File: config.mk
export PLATFORM = sky130hd
export DESIGN_NAME = nec_ir_frame_decoder
export DESIGN_NICKNAME = d
export VERILOG_FILES = /design/src/necir_pkg.sv /design/src/necir_front.sv /design/src/necir_queue.sv /design/src/necir_back.sv /design/src/nec_ir_frame_decoder.sv
export SDC_FILE = /design/constraint.sdc
export NUM_CORES = 1
export LEC_CHECK = 0
export BUFFER_PORTS_ARGS = -buffer_cell sky130_fd_sc_hd__buf_2
export CAP_MARGIN = 0
export CORE_ASPECT_RATIO = 0.75
export CORE_MARGIN = 5
export CORE_UTILIZATION = 45
export CTS_CLUSTER_DIAMETER = 30
export CTS_CLUSTER_SIZE = 24
export DETAILED_ROUTE_END_ITERATION = 8
export GPL_ROUTABILITY_DRIVEN = 0
export GPL_TIMING_DRIVEN = 0
export PLACE_DENSITY = 0.65
export SLEW_MARGIN = 15
export SYNTH_ARGS = -nofsm -noshare
export SYNTH_HDL_FRONTEND = slang
export SYNTH_SLANG_ARGS = --single-unit
File: constraint.sdc
create_clock -name i_clk -period 3.85 [get_ports i_clk]
set_input_delay 1.155 -clock i_clk [delete_from_list [all_inputs] [get_ports i_clk]]
set_output_delay 1.155 -clock i_clk [all_outputs]
set_load 0.02 [all_outputs]
File: src/necir_pkg.sv
`timescale 1ns / 1ps
// ----------------------------------------------------------------------------
// necir_pkg
// Shared types, constants and helpers for the NEC infrared frame decoder.
// ----------------------------------------------------------------------------
package necir_pkg;

    // field widths
    localparam int TICK_W      = 15;
    localparam int STATUS_W    = 2;
    localparam int WORD_W      = 16;
    localparam int SEEN_W      = 7;
    localparam int CFG_INDEX_W = 3;

    // frame layout
    localparam int FULL_FRAME_LEN   = 34;
    localparam int REPEAT_FRAME_LEN = 2;
    localparam int HALF_WORD_BITS   = 16;
    localparam int DATA_BITS        = 2 * HALF_WORD_BITS;
    localparam int BIT_IDX_W        = $clog2(DATA_BITS);

    // default symbol count limit
    localparam int MAX_SYMBOLS_DEF = 64;

    // symbol queue between classifier and frame builder
    localparam int QUEUE_DEPTH = 2;

    // register reset values
    localparam logic [TICK_W-1:0] LEADER_MARK_RST  = TICK_W'(9000);
    localparam logic [TICK_W-1:0] LEADER_SPACE_RST = TICK_W'(4500);
    localparam logic [TICK_W-1:0] BIT_MARK_RST     = TICK_W'(560);
    localparam logic [TICK_W-1:0] ZERO_SPACE_RST   = TICK_W'(560);
    localparam logic [TICK_W-1:0] ONE_SPACE_RST    = TICK_W'(1690);
    localparam logic [TICK_W-1:0] TOLERANCE_RST    = TICK_W'(200);

    // frame status codes
    localparam logic [STATUS_W-1:0] ST_DECODED    = 2'd0;
    localparam logic [STATUS_W-1:0] ST_REPEAT     = 2'd1;
    localparam logic [STATUS_W-1:0] ST_BAD_LENGTH = 2'd2;
    localparam logic [STATUS_W-1:0] ST_BAD_TIMING = 2'd3;

    // configuration register indexes
    typedef enum logic [CFG_INDEX_W-1:0] {
        CFG_LEADER_MARK  = 3'd0,
        CFG_LEADER_SPACE = 3'd1,
        CFG_BIT_MARK     = 3'd2,
        CFG_ZERO_SPACE   = 3'd3,
        CFG_ONE_SPACE    = 3'd4,
        CFG_TOLERANCE    = 3'd5
    } t_cfg_index;

    // one captured symbol
    typedef struct packed {
        logic [TICK_W-1:0] mark_ticks;
        logic [TICK_W-1:0] space_ticks;
        logic              last_symbol;
    } t_in_item;

    // one finished frame
    typedef struct packed {
        logic [STATUS_W-1:0] frame_status;
        logic [WORD_W-1:0]   address_word;
        logic [WORD_W-1:0]   command_word;
        logic [SEEN_W-1:0]   symbols_seen;
    } t_out_item;

    // classified symbol as queued for the frame builder
    typedef struct packed {
        logic leader_ok;
        logic one_ok;
        logic zero_ok;
        logic last_symbol;
    } t_sym_class;

    // strict window test, empty when the tolerance exceeds the spec
    function automatic logic within_window(
        input logic [TICK_W-1:0] measured,
        input logic [TICK_W-1:0] spec,
        input logic [TICK_W-1:0] tol
    );
        logic [TICK_W:0] lo;
        logic [TICK_W:0] hi;
        lo = {1'b0, spec} - {1'b0, tol};
        hi = {1'b0, spec} + {1'b0, tol};
        return (tol <= spec) && ({1'b0, measured} > lo) && ({1'b0, measured} < hi);
    endfunction

endpackage

File: src/necir_front.sv
`timescale 1ns / 1ps
// ----------------------------------------------------------------------------
// necir_front
// Holds the timing registers and classifies each incoming symbol against
// the leader, logic one and logic zero windows.
// ----------------------------------------------------------------------------
module necir_front
    import necir_pkg::*;
(
    input  logic                   i_clk,
    input  logic                   i_rst_n,
    input  logic                   i_cfg_we,
    input  logic [CFG_INDEX_W-1:0] i_cfg_index,
    input  logic [TICK_W-1:0]      i_cfg_data,
    input  logic                   i_in_valid,
    input  t_in_item               i_in_data,
    input  logic                   i_queue_full,
    output logic                   o_in_stall,
    output logic                   o_push,
    output t_sym_class             o_class
);

    logic [TICK_W-1:0] r_leader_mark;
    logic [TICK_W-1:0] r_leader_space;
    logic [TICK_W-1:0] r_bit_mark;
    logic [TICK_W-1:0] r_zero_space;
    logic [TICK_W-1:0] r_one_space;
    logic [TICK_W-1:0] r_tolerance;
    logic              w_mark_ok;

    // configuration registers
    always_ff @(posedge i_clk) begin
        if (!i_rst_n) begin
            r_leader_mark  <= LEADER_MARK_RST;
            r_leader_space <= LEADER_SPACE_RST;
            r_bit_mark     <= BIT_MARK_RST;
            r_zero_space   <= ZERO_SPACE_RST;
            r_one_space    <= ONE_SPACE_RST;
            r_tolerance    <= TOLERANCE_RST;
        end else if (i_cfg_we) begin
            unique case (t_cfg_index'(i_cfg_index))
                CFG_LEADER_MARK:  r_leader_mark  <= i_cfg_data;
                CFG_LEADER_SPACE: r_leader_space <= i_cfg_data;
                CFG_BIT_MARK:     r_bit_mark     <= i_cfg_data;
                CFG_ZERO_SPACE:   r_zero_space   <= i_cfg_data;
                CFG_ONE_SPACE:    r_one_space    <= i_cfg_data;
                CFG_TOLERANCE:    r_tolerance    <= i_cfg_data;
                default: ;
            endcase
        end
    end

    // window checks on the incoming symbol
    assign w_mark_ok = within_window(i_in_data.mark_ticks, r_bit_mark, r_tolerance);

    always_comb begin
        o_class.leader_ok =
            within_window(i_in_data.mark_ticks, r_leader_mark, r_tolerance) &&
            within_window(i_in_data.space_ticks, r_leader_space, r_tolerance);
        o_class.one_ok  = w_mark_ok &&
            within_window(i_in_data.space_ticks, r_one_space, r_tolerance);
        o_class.zero_ok = w_mark_ok &&
            within_window(i_in_data.space_ticks, r_zero_space, r_tolerance);
        o_class.last_symbol = i_in_data.last_symbol;
    end

    // accept whenever the queue has room
    assign o_in_stall = i_queue_full;
    assign o_push     = i_in_valid && !i_queue_full;

endmodule

File: src/necir_queue.sv
`timescale 1ns / 1ps
// ----------------------------------------------------------------------------
// necir_queue
// Short queue of classified symbols between the classifier and the frame
// builder; a push and a pop may share a cycle.
// ----------------------------------------------------------------------------
module necir_queue
    import necir_pkg::*;
(
    input  logic       i_clk,
    input  logic       i_rst_n,
    input  logic       i_push,
    input  t_sym_class i_push_data,
    input  logic       i_pop,
    output logic       o_full,
    output logic       o_not_empty,
    output t_sym_class o_head
);

    localparam int PW = (QUEUE_DEPTH > 1) ? $clog2(QUEUE_DEPTH) : 1;
    localparam int CW = $clog2(QUEUE_DEPTH + 1);

    t_sym_class        r_entry [QUEUE_DEPTH];
    logic [PW-1:0]     r_wr_ptr;
    logic [PW-1:0]     r_rd_ptr;
    logic [CW-1:0]     r_count;
    logic [CW-1:0]     n_count;

    assign o_full      = (r_count == CW'(QUEUE_DEPTH));
    assign o_not_empty = (r_count != '0);
    assign o_head      = r_entry[r_rd_ptr];

    // occupancy
    always_comb begin
        n_count = r_count;
        if (i_push && !i_pop) begin
            n_count = r_count + CW'(1);
        end else if (!i_push && i_pop) begin
            n_count = r_count - CW'(1);
        end
    end

    // pointers and count
    always_ff @(posedge i_clk) begin
        if (!i_rst_n) begin
            r_wr_ptr <= '0;
            r_rd_ptr <= '0;
            r_count  <= '0;
        end else begin
            r_count <= n_count;
            if (i_push) begin
                r_wr_ptr <= (r_wr_ptr == PW'(QUEUE_DEPTH - 1)) ? '0 : r_wr_ptr + PW'(1);
            end
            if (i_pop) begin
                r_rd_ptr <= (r_rd_ptr == PW'(QUEUE_DEPTH - 1)) ? '0 : r_rd_ptr + PW'(1);
            end
        end
    end

    // entry storage
    always_ff @(posedge i_clk) begin
        if (i_push) begin
            r_entry[r_wr_ptr] <= i_push_data;
        end
    end

`ifndef SYNTHESIS
    a_count_bound: assert property (@(posedge i_clk) disable iff (!i_rst_n)
        r_count <= CW'(QUEUE_DEPTH))
        else $error("symbol queue count exceeds depth");

    a_no_pop_empty: assert property (@(posedge i_clk) disable iff (!i_rst_n)
        i_pop |-> (r_count != '0))
        else $error("pop from empty symbol queue");
`endif

endmodule

File: src/necir_back.sv
`timescale 1ns / 1ps
// ----------------------------------------------------------------------------
// necir_back
// Frame builder: counts symbols, gathers the data bits and timing errors,
// and presents one result per frame in an output register.
// ----------------------------------------------------------------------------
module necir_back
    import necir_pkg::*;
#(
    parameter int MAX_SYMBOLS = MAX_SYMBOLS_DEF
) (
    input  logic       i_clk,
    input  logic       i_rst_n,
    input  logic       i_not_empty,
    input  t_sym_class i_head,
    output logic       o_pop,
    output logic       o_out_valid,
    input  logic       i_out_stall,
    output t_out_item  o_out_data
);

    localparam int CNT_BITS = $clog2(MAX_SYMBOLS + 1);
    localparam int CW       = (CNT_BITS > SEEN_W) ? CNT_BITS : SEEN_W;

    logic [CW-1:0]        r_count;
    logic [CW-1:0]        n_count;
    logic [DATA_BITS-1:0] r_bits;
    logic [DATA_BITS-1:0] n_bits;
    logic                 r_err;
    logic                 n_err;
    logic                 r_out_valid;
    t_out_item            r_out;
    t_out_item            n_out;
    logic [BIT_IDX_W-1:0] w_bit_idx;
    logic                 w_is_data;
    logic                 w_out_free;

    assign w_bit_idx = BIT_IDX_W'(r_count - CW'(1));
    assign w_is_data = (r_count != '0) && (r_count <= CW'(DATA_BITS));

    // a frame's last symbol needs a free output register
    assign w_out_free = !r_out_valid || !i_out_stall;
    assign o_pop      = i_not_empty && (!i_head.last_symbol || w_out_free);

    // symbol update
    always_comb begin
        n_count = r_count;
        n_bits  = r_bits;
        n_err   = r_err;
        if (r_count == '0) begin
            if (!i_head.leader_ok) begin
                n_err = 1'b1;
            end
        end else if (w_is_data) begin
            if (i_head.one_ok) begin
                n_bits[w_bit_idx] = 1'b1;
            end else if (!i_head.zero_ok) begin
                n_err = 1'b1;
            end
        end
        if (r_count < CW'(MAX_SYMBOLS)) begin
            n_count = r_count + CW'(1);
        end
    end

    // frame result
    always_comb begin
        n_out.address_word = '0;
        n_out.command_word = '0;
        n_out.symbols_seen = n_count[SEEN_W-1:0];
        if (n_count == CW'(FULL_FRAME_LEN)) begin
            if (n_err) begin
                n_out.frame_status = ST_BAD_TIMING;
            end else begin
                n_out.frame_status = ST_DECODED;
                n_out.address_word = n_bits[HALF_WORD_BITS-1:0];
                n_out.command_word = n_bits[DATA_BITS-1:HALF_WORD_BITS];
            end
        end else if (n_count == CW'(REPEAT_FRAME_LEN)) begin
            n_out.frame_status = ST_REPEAT;
        end else begin
            n_out.frame_status = ST_BAD_LENGTH;
        end
    end

    // frame state
    always_ff @(posedge i_clk) begin
        if (!i_rst_n) begin
            r_count <= '0;
            r_bits  <= '0;
            r_err   <= 1'b0;
        end else if (o_pop) begin
            if (i_head.last_symbol) begin
                r_count <= '0;
                r_bits  <= '0;
                r_err   <= 1'b0;
            end else begin
                r_count <= n_count;
                r_bits  <= n_bits;
                r_err   <= n_err;
            end
        end
    end

    // output register
    always_ff @(posedge i_clk) begin
        if (!i_rst_n) begin
            r_out_valid <= 1'b0;
        end else if (o_pop && i_head.last_symbol) begin
            r_out_valid <= 1'b1;
        end else if (!i_out_stall) begin
            r_out_valid <= 1'b0;
        end
    end

    always_ff @(posedge i_clk) begin
        if (o_pop && i_head.last_symbol) begin
            r_out <= n_out;
        end
    end

    assign o_out_valid = r_out_valid;
    assign o_out_data  = r_out;

`ifndef SYNTHESIS
    a_count_sat: assert property (@(posedge i_clk) disable iff (!i_rst_n)
        r_count <= CW'(MAX_SYMBOLS))
        else $error("symbol count passed its limit");

    a_decoded_len: assert property (@(posedge i_clk) disable iff (!i_rst_n)
        (r_out_valid && (r_out.frame_status == ST_DECODED)) |->
            (r_out.symbols_seen == SEEN_W'(FULL_FRAME_LEN)))
        else $error("decoded frame with wrong symbol count");

    a_repeat_len: assert property (@(posedge i_clk) disable iff (!i_rst_n)
        (r_out_valid && (r_out.frame_status == ST_REPEAT)) |->
            ((r_out.symbols_seen == SEEN_W'(REPEAT_FRAME_LEN)) &&
             (r_out.address_word == '0) && (r_out.command_word == '0)))
        else $error("repeat frame with wrong count or data");
`endif

endmodule

File: src/nec_ir_frame_decoder.sv
`timescale 1ns / 1ps
// ----------------------------------------------------------------------------
// nec_ir_frame_decoder
// Decodes NEC infrared frames from captured mark/space symbols.
// ----------------------------------------------------------------------------
// Input channel: one symbol per transaction (mark and space in ticks plus a
// last-symbol flag), taken when i_in_valid is high and o_in_stall is low.
// Output channel: one frame result per frame, on the transaction carrying the
// last symbol; held in o_out_data while o_out_valid is high and i_out_stall
// is high.
// Configuration: write i_cfg_data to register i_cfg_index when i_cfg_we is
// high; only while no frame is in flight. Indexes above 5 are ignored.
// Throughput: one symbol per cycle while o_in_stall is low. The window checks
// are done as the symbol arrives; the classified symbol goes into a two-entry
// queue, and the frame builder takes one entry per cycle but holds a frame's
// last symbol while the output register is valid and stalled. Each symbol
// is queued when taken; the result loads when the last one is popped.
// Receiver stall: the frame builder keeps taking symbols of the next frame
// until it reaches that frame's last symbol; then the queue fills and
// o_in_stall rises.
// Reset: timing registers return to their defaults, the frame state and the
// queue are emptied and o_out_valid drops.
// ----------------------------------------------------------------------------
module nec_ir_frame_decoder
    import necir_pkg::*;
#(
    parameter int MAX_SYMBOLS = MAX_SYMBOLS_DEF
) (
    input  logic                   i_clk,
    input  logic                   i_rst_n,
    input  logic                   i_cfg_we,
    input  logic [CFG_INDEX_W-1:0] i_cfg_index,
    input  logic [TICK_W-1:0]      i_cfg_data,
    input  logic                   i_in_valid,
    output logic                   o_in_stall,
    input  t_in_item               i_in_data,
    output logic                   o_out_valid,
    input  logic                   i_out_stall,
    output t_out_item              o_out_data
);

    logic       w_push;
    logic       w_pop;
    logic       w_full;
    logic       w_not_empty;
    t_sym_class w_class;
    t_sym_class w_head;

    // symbol classifier
    necir_front u_front (
        .i_clk        (i_clk),
        .i_rst_n      (i_rst_n),
        .i_cfg_we     (i_cfg_we),
        .i_cfg_index  (i_cfg_index),
        .i_cfg_data   (i_cfg_data),
        .i_in_valid   (i_in_valid),
        .i_in_data    (i_in_data),
        .i_queue_full (w_full),
        .o_in_stall   (o_in_stall),
        .o_push       (w_push),
        .o_class      (w_class)
    );

    // classified symbol queue
    necir_queue u_queue (
        .i_clk       (i_clk),
        .i_rst_n     (i_rst_n),
        .i_push      (w_push),
        .i_push_data (w_class),
        .i_pop       (w_pop),
        .o_full      (w_full),
        .o_not_empty (w_not_empty),
        .o_head      (w_head)
    );

    // frame builder and result register
    necir_back #(
        .MAX_SYMBOLS (MAX_SYMBOLS)
    ) u_back (
        .i_clk       (i_clk),
        .i_rst_n     (i_rst_n),
        .i_not_empty (w_not_empty),
        .i_head      (w_head),
        .o_pop       (w_pop),
        .o_out_valid (o_out_valid),
        .i_out_stall (i_out_stall),
        .o_out_data  (o_out_data)
    );

endmodule
# Yosys cells after proc, flatten, opt, wreduce, memory -nomap -nowiden
# Memories as Yosys holds them, arrays and structs flattened. A register that Yosys moved wholly into a read port is not among the register bits.
# Cells that the tools add are included.
[totals]
reg_bits = 176
ram_bits = 8
in_bits = 54
elab_cells = 131
n_memories = 1
[mem_list]
columns = ["memory", "words", "word_bits", "rd", "rd_ports_with_merged_regs", "write_ports", "line", "source"]
rows = [
  ["u_queue.r_entry", 2, 4, 1, 1, 1, "necir_queue.sv:23", "t_sym_class r_entry [QUEUE_DEPTH];"],
]
[op_classes]
add_sub_neg = 16
magnitude_cmp = 19
eq_ne = 9
muxes = 27
n_bitwise = 2
reduce_logical = 40
[op_table]
columns = ["cell", "n"]
rows = [
  ["$mux 32", 4],
  ["$add 15x15->16", 5],
  ["$gt 15x16->1", 5],
  ["$lt 15x16->1", 5],
  ["$sub 15x15->16", 5],
  ["$le 15x15->1", 5],
  ["$or 32x32->32", 1],
  ["$logic_and 1x1->1", 20],
  ["$mux 1", 15],
  ["$mux 7", 2],
  ["$reduce_and 2->1", 6],
  ["$mux 2", 5],
  ["$add 7x1->7 const B", 1],
  ["$eq 7x2->1 const B", 1],
  ["$eq 7x6->1 const B", 1],
  ["$le 7x6->1 const B", 1],
  ["$logic_not 7->1", 1],
  ["$lt 7x7->1 const B", 1],
  ["$reduce_bool 7->1", 1],
  ["$eq 3x2->1 const B", 2],
  ["$eq 3x3->1 const B", 2],
  ["$logic_not 1->1", 6],
  ["$lt 5x6->1 const B", 1],
  ["$demux 1 s5", 1],
  ["other kinds (13)", 16],
]

# Longest topological paths before layout
[depth]
word_depth = 10
depth_mapped = 19
depth_no_buf = 19

# Cells and area by module
# From an unflattened synthesis, not the netlist that was laid out.
[unflattened]
cells_unflattened = 2111
hier_area_um2 = 17677.0
[by_module_without_submodules]
columns = ["mod", "instances", "cells_each", "area_per_inst_um2", "seq_area_each_um2"]
rows = [
  ["necir_front", 1, 1754, 13604.3, 1801.7],
  ["necir_back", 1, 323, 3565.9, 2052.0],
  ["necir_queue", 1, 34, 506.7, 340.3],
]

# Worst setup path after synthesis
# No wires, ideal clock.
[synth_timing]
path_type = "register to register"
start = "reg u_front.r_tolerance[1]"
end = "mem u_queue.r_entry[0][3] (netlist bit) (data pin)"
setup_time_ns = 0.139
t_arrival_ns = 4.145
t_required_ns = 3.711
path_slack_ns = -0.434
path_stages_with_launch = 19
n_path_buf = 0
path_cell_list = "dfxtp_1 -> inv_1 -> ha_1 -> nor2b_1 -> o31a_1 -> o31ai_2 -> nand2_1 -> a211oi_2 -> o21bai_1 -> a21oi_1 -> xnor2_1 -> ha_1 -> nand4_1 -> nor4_1 -> nor4b_1 -> o21ai_0 -> a211o_1 -> nor3_1 -> and4b_1"
[synth_lines]
columns = ["item", "line", "source"]
rows = [
  ["start: declaration", "necir_front.sv:28", "logic [TICK_W-1:0] r_tolerance;"],
  ["start signal: assignment", "necir_front.sv:47", "CFG_TOLERANCE: r_tolerance <= i_cfg_data;"],
  ["end: declaration", "necir_queue.sv:23", ""],
]

==> metrics <==
status finished, violations left; violated checks negative setup slack; RSZ-0062 raised after global routing yes; PwrDens approximately 320 mW/mm^2; Top FF cell, synth dfxtp_1; largest net degree at the start of global routing 42; final period demand of the worst path 4370 ps; Starting Density 45.7%; area grow syn2layout 16.1%; sw power around 2400 uW; WL met3 6270 um; Post-Syn Area roughly 0.017 mm^2; Slew Limit Headroom between 20% and 30%; post-synthesis sequential area ratio between 20% and 30%; GRT Overall Usage 26.1%; Horiz. Die Dim between 200 and 250 um; final non-filler cell total around 2700; vias per inst slightly below 6; number of max-cap violations 0; Max Fclk ~230 MHz; cell taking the most area after synthesis ha_1; Max clock buf depth 2; final hold vios 0; Yosys top cell area share between 20 and 25%; HPWL after DPL 43600 um; Critical Path Fanout Max 11; I/O pin total 97; CTS root buf clkbuf_16; total power about 6300 uW; highest routed layer met4; Synth area leaders ha_1 (22%), dfxtp_1 (16%), edfxtp_1 (8.7%), a21oi_1 (6.1%), nand2_1 (5.2%); final wirelength around 56000 um; Leakage Power between 0.008 and 0.009 uW; Final nets between 2000 and 3000; layout cell share with drive strength beyond 1 ~15%; Post-Route M1 WL around 26000 um; CTS tree built; Worst Skew 17.4 ps; Post-synth EDFFs 49; placed cell count 2665; vias in the first global route about 15000; chip height around 180 um; Worst Slack Setup Final -525 ps; routed len/inst approximately 20 um; remaining antenna violation count 0; routed wl met2 about 22000 um; Fillers between 3000 and 4000; initial antenna violation count 2; Slew @ Worst Pin about 1100 ps; core footprint roughly 0.037 mm^2; internal power between 3000 and 4000 uW; grt total ovfl 0; Worst EP arrival ~4600 ps; crit end category register; synth warn 0; Worst-Skew Late Latency 470 ps; Pre-antenna DRT Iters 6; Setup crit start kind register; worst vdd ir 0.245 mV; port bufs 96; hold buffers post-CTS 0; Slew Limit Fails 0; Register Area around 0.0042 mm^2; Switching Fraction 38.4%; asr flop ratio synth 0%; Post-Synthesis Cells just over 2000; clk sinks 185; TritonCTS Buffers 17; Avg Cell Area, Syn about 8 um^2; Die Footprint about 0.042 mm^2; Comb power frac ~35%; Initial DRC Count between 1500 and 2000; Worst Hold Class register to register; Final setup viols 6; Multi-input gate area about 0.013 mm^2; vias approximately 16000; DRC viols 0; sequential power share 36.2%; H-tree levels 4; distinct cell type count after synthesis 89; first-pass GRT wire length about 84000 um; CP required about 4000 ps; row count 61; FF+latch count, synth around 190; Clock power frac between 20% and 30%; Setup CP Type register to register; crit share post-route 114%; Syn Nets about 2400; Worst-path clk slew approximately 80 ps
-- area by class of cell --
cell class,count,share of cell area [%]
Tap cell,504,3.20
Inverter,103,2.09
Antenna cell,1,0.0127
Sequential cell,185,21.4
Buffer,73,1.82
Clock buffer,17,2.16
Timing Repair Buffer,146,4.52
Clock inverter,15,0.951
Multi-Input combinational cell,1685,63.8
-- metal layers --
metal,vias up,global-route usage (%)
li1,7591,-
met1,7566,39.5
met2,680,35.8
met3,68,8.66
met4,0,5.37
met5,-,0
-- logic make-up (layout without fill, tap and decap cells) --
| family | after synthesis | in the layout | synth area share, % |
|---|---|---|---|
| DFF | 185 | 185 | 24.7 |
| muxes | 4 | 4 | 0.243 |
| other | 0 | 1 | 0 |
| xor gates and xnor gates | 136 | 136 | 7.01 |
| buffers and inverters | 195 | 354 | 4.74 |
| and+or+nand+nor | 673 | 673 | 18.6 |
| AOI/OAI and AO/OA | 562 | 562 | 21.5 |
| adders and majority gates | 310 | 310 | 23.3 |
-- placed cells by master, fill, tap and decap left out, types with 17 or more instances in the layout --
cell,netlist,final
ha_1,300,286
nand2_1,234,233
a21oi_1,208,196
nor2_1,187,184
dfxtp_1,136,124
buf_2,22,113
xnor2_1,96,96
inv_1,101,92
a21boi_0,69,69
o21ai_0,72,64
edfxtp_1,49,49
clkbuf_1,62,47
buf_4,2,47
nand3_1,44,41
xor2_1,40,40
nand2b_1,39,39
nor2b_1,40,39
a21o_1,37,37
nor3_1,36,32
nand4_1,26,26
o21bai_1,24,22
o21a_1,21,21
clkbuf_16,0,17
-- final timing paths --
kind	startpoint	to	slack, ps	cells past startpoint
max	u_front.r_tolerance[0]	u_queue.r_entry[0][3]	-520	18
min	u_back.r_bits[20]	u_back.r_bits[20]	470	2
max reg2reg	u_front.r_tolerance[0]	u_queue.r_entry[0][3]	-520	18
min reg2reg	u_back.r_bits[20]	u_back.r_bits[20]	470	2
-- synthesized netlist by cell type, drive strengths merged, types with 4 or more instances --
library cell / n
o21ai: 78
o21a: 21
o31ai: 11
nand4: 26
nor3: 40
a211oi: 17
o211ai: 14
nand2: 235
dfxtp: 136
nor2: 188
nor4: 15
a22oi: 8
and2: 12
or2: 5
a21oi: 208
a31oi: 5
a21o: 37
ha: 300
inv: 102
xor2: 40
fa: 10
nor2b: 40
edfxtp: 49
clkbuf: 63
a21boi: 70
a211o: 6
o2111ai: 4
o21bai: 24
o22ai: 8
a311oi: 5
nand3: 46
a2111oi: 8
nand2b: 39
o31a: 5
a221oi: 9
and3: 9
xnor2: 96
o41ai: 6
buf: 29
-- stage by stage --
step                utilization (%)  cell area, um^2  hold slack, ps  setup WS [ps]  TNS [ps]
finish                         53.1            19700             471           -525     -2880
global route                   53.1            19700             502           -663     -3810
CTS                            52.4            19500             477           -411     -2080
detailed placement             48.7            18100             458          -1360     -7290
global placement               48.7            18100             450          -1340     -7350
floorplan                         -            17000             438           46.7         0
-- worst max-delay path, cell delays in order (launching register included) --
cell	delay [ps]
dfxtp_4	410
ha_2	230
fa_1	400
nand2b_1	190
a21oi_1	230
o21ai_2	150
a21boi_4	250
a21o_1	200
a21o_1	130
a21oi_1	70
xnor2_1	130
ha_2	410
nand4_1	150
nor4_4	510
nor4b_2	100
o21ai_1	100
a211o_1	140
nor3_2	40
and4b_2	260
-- power groups by stage --
stage	Sequential (uW)	Clock, uW	Combinational, uW
2_1_floorplan	2450	0	1230
6_report	2290	1840	2190
4_1_cts	2290	1870	2100
3_3_place_gp	2340	0	1940
3_5_place_dp	2340	0	1990
5_1_grt	2310	1960	2380
-- flip-flops by register name, indices dropped and copies added, names as in the netlist, named ones only --
signal / cells
u_back.r_err: 1
u_queue.r_rd_ptr: 1
u_back.o_out_valid: 1
u_queue.r_entry: 8
u_front.r_leader_mark: 15
u_back.r_bits: 32
u_queue.r_wr_ptr: 1
u_back.o_out_data: 41
u_front.r_tolerance: 15
u_front.r_one_space: 15
u_front.r_bit_mark: 15
u_back.r_count: 7
u_front.r_zero_space: 15
u_front.r_leader_space: 15
u_queue.r_count: 2
-- repair_timing --
action / 4_1_cts / 5_1_grt
buffers inserted: 36 / 14
endpoints found under the setup margin: 6 / 6
gates resized for setup: 110 / 41
pin swaps: 58 / 43
(Power assumes the default switching activity.)
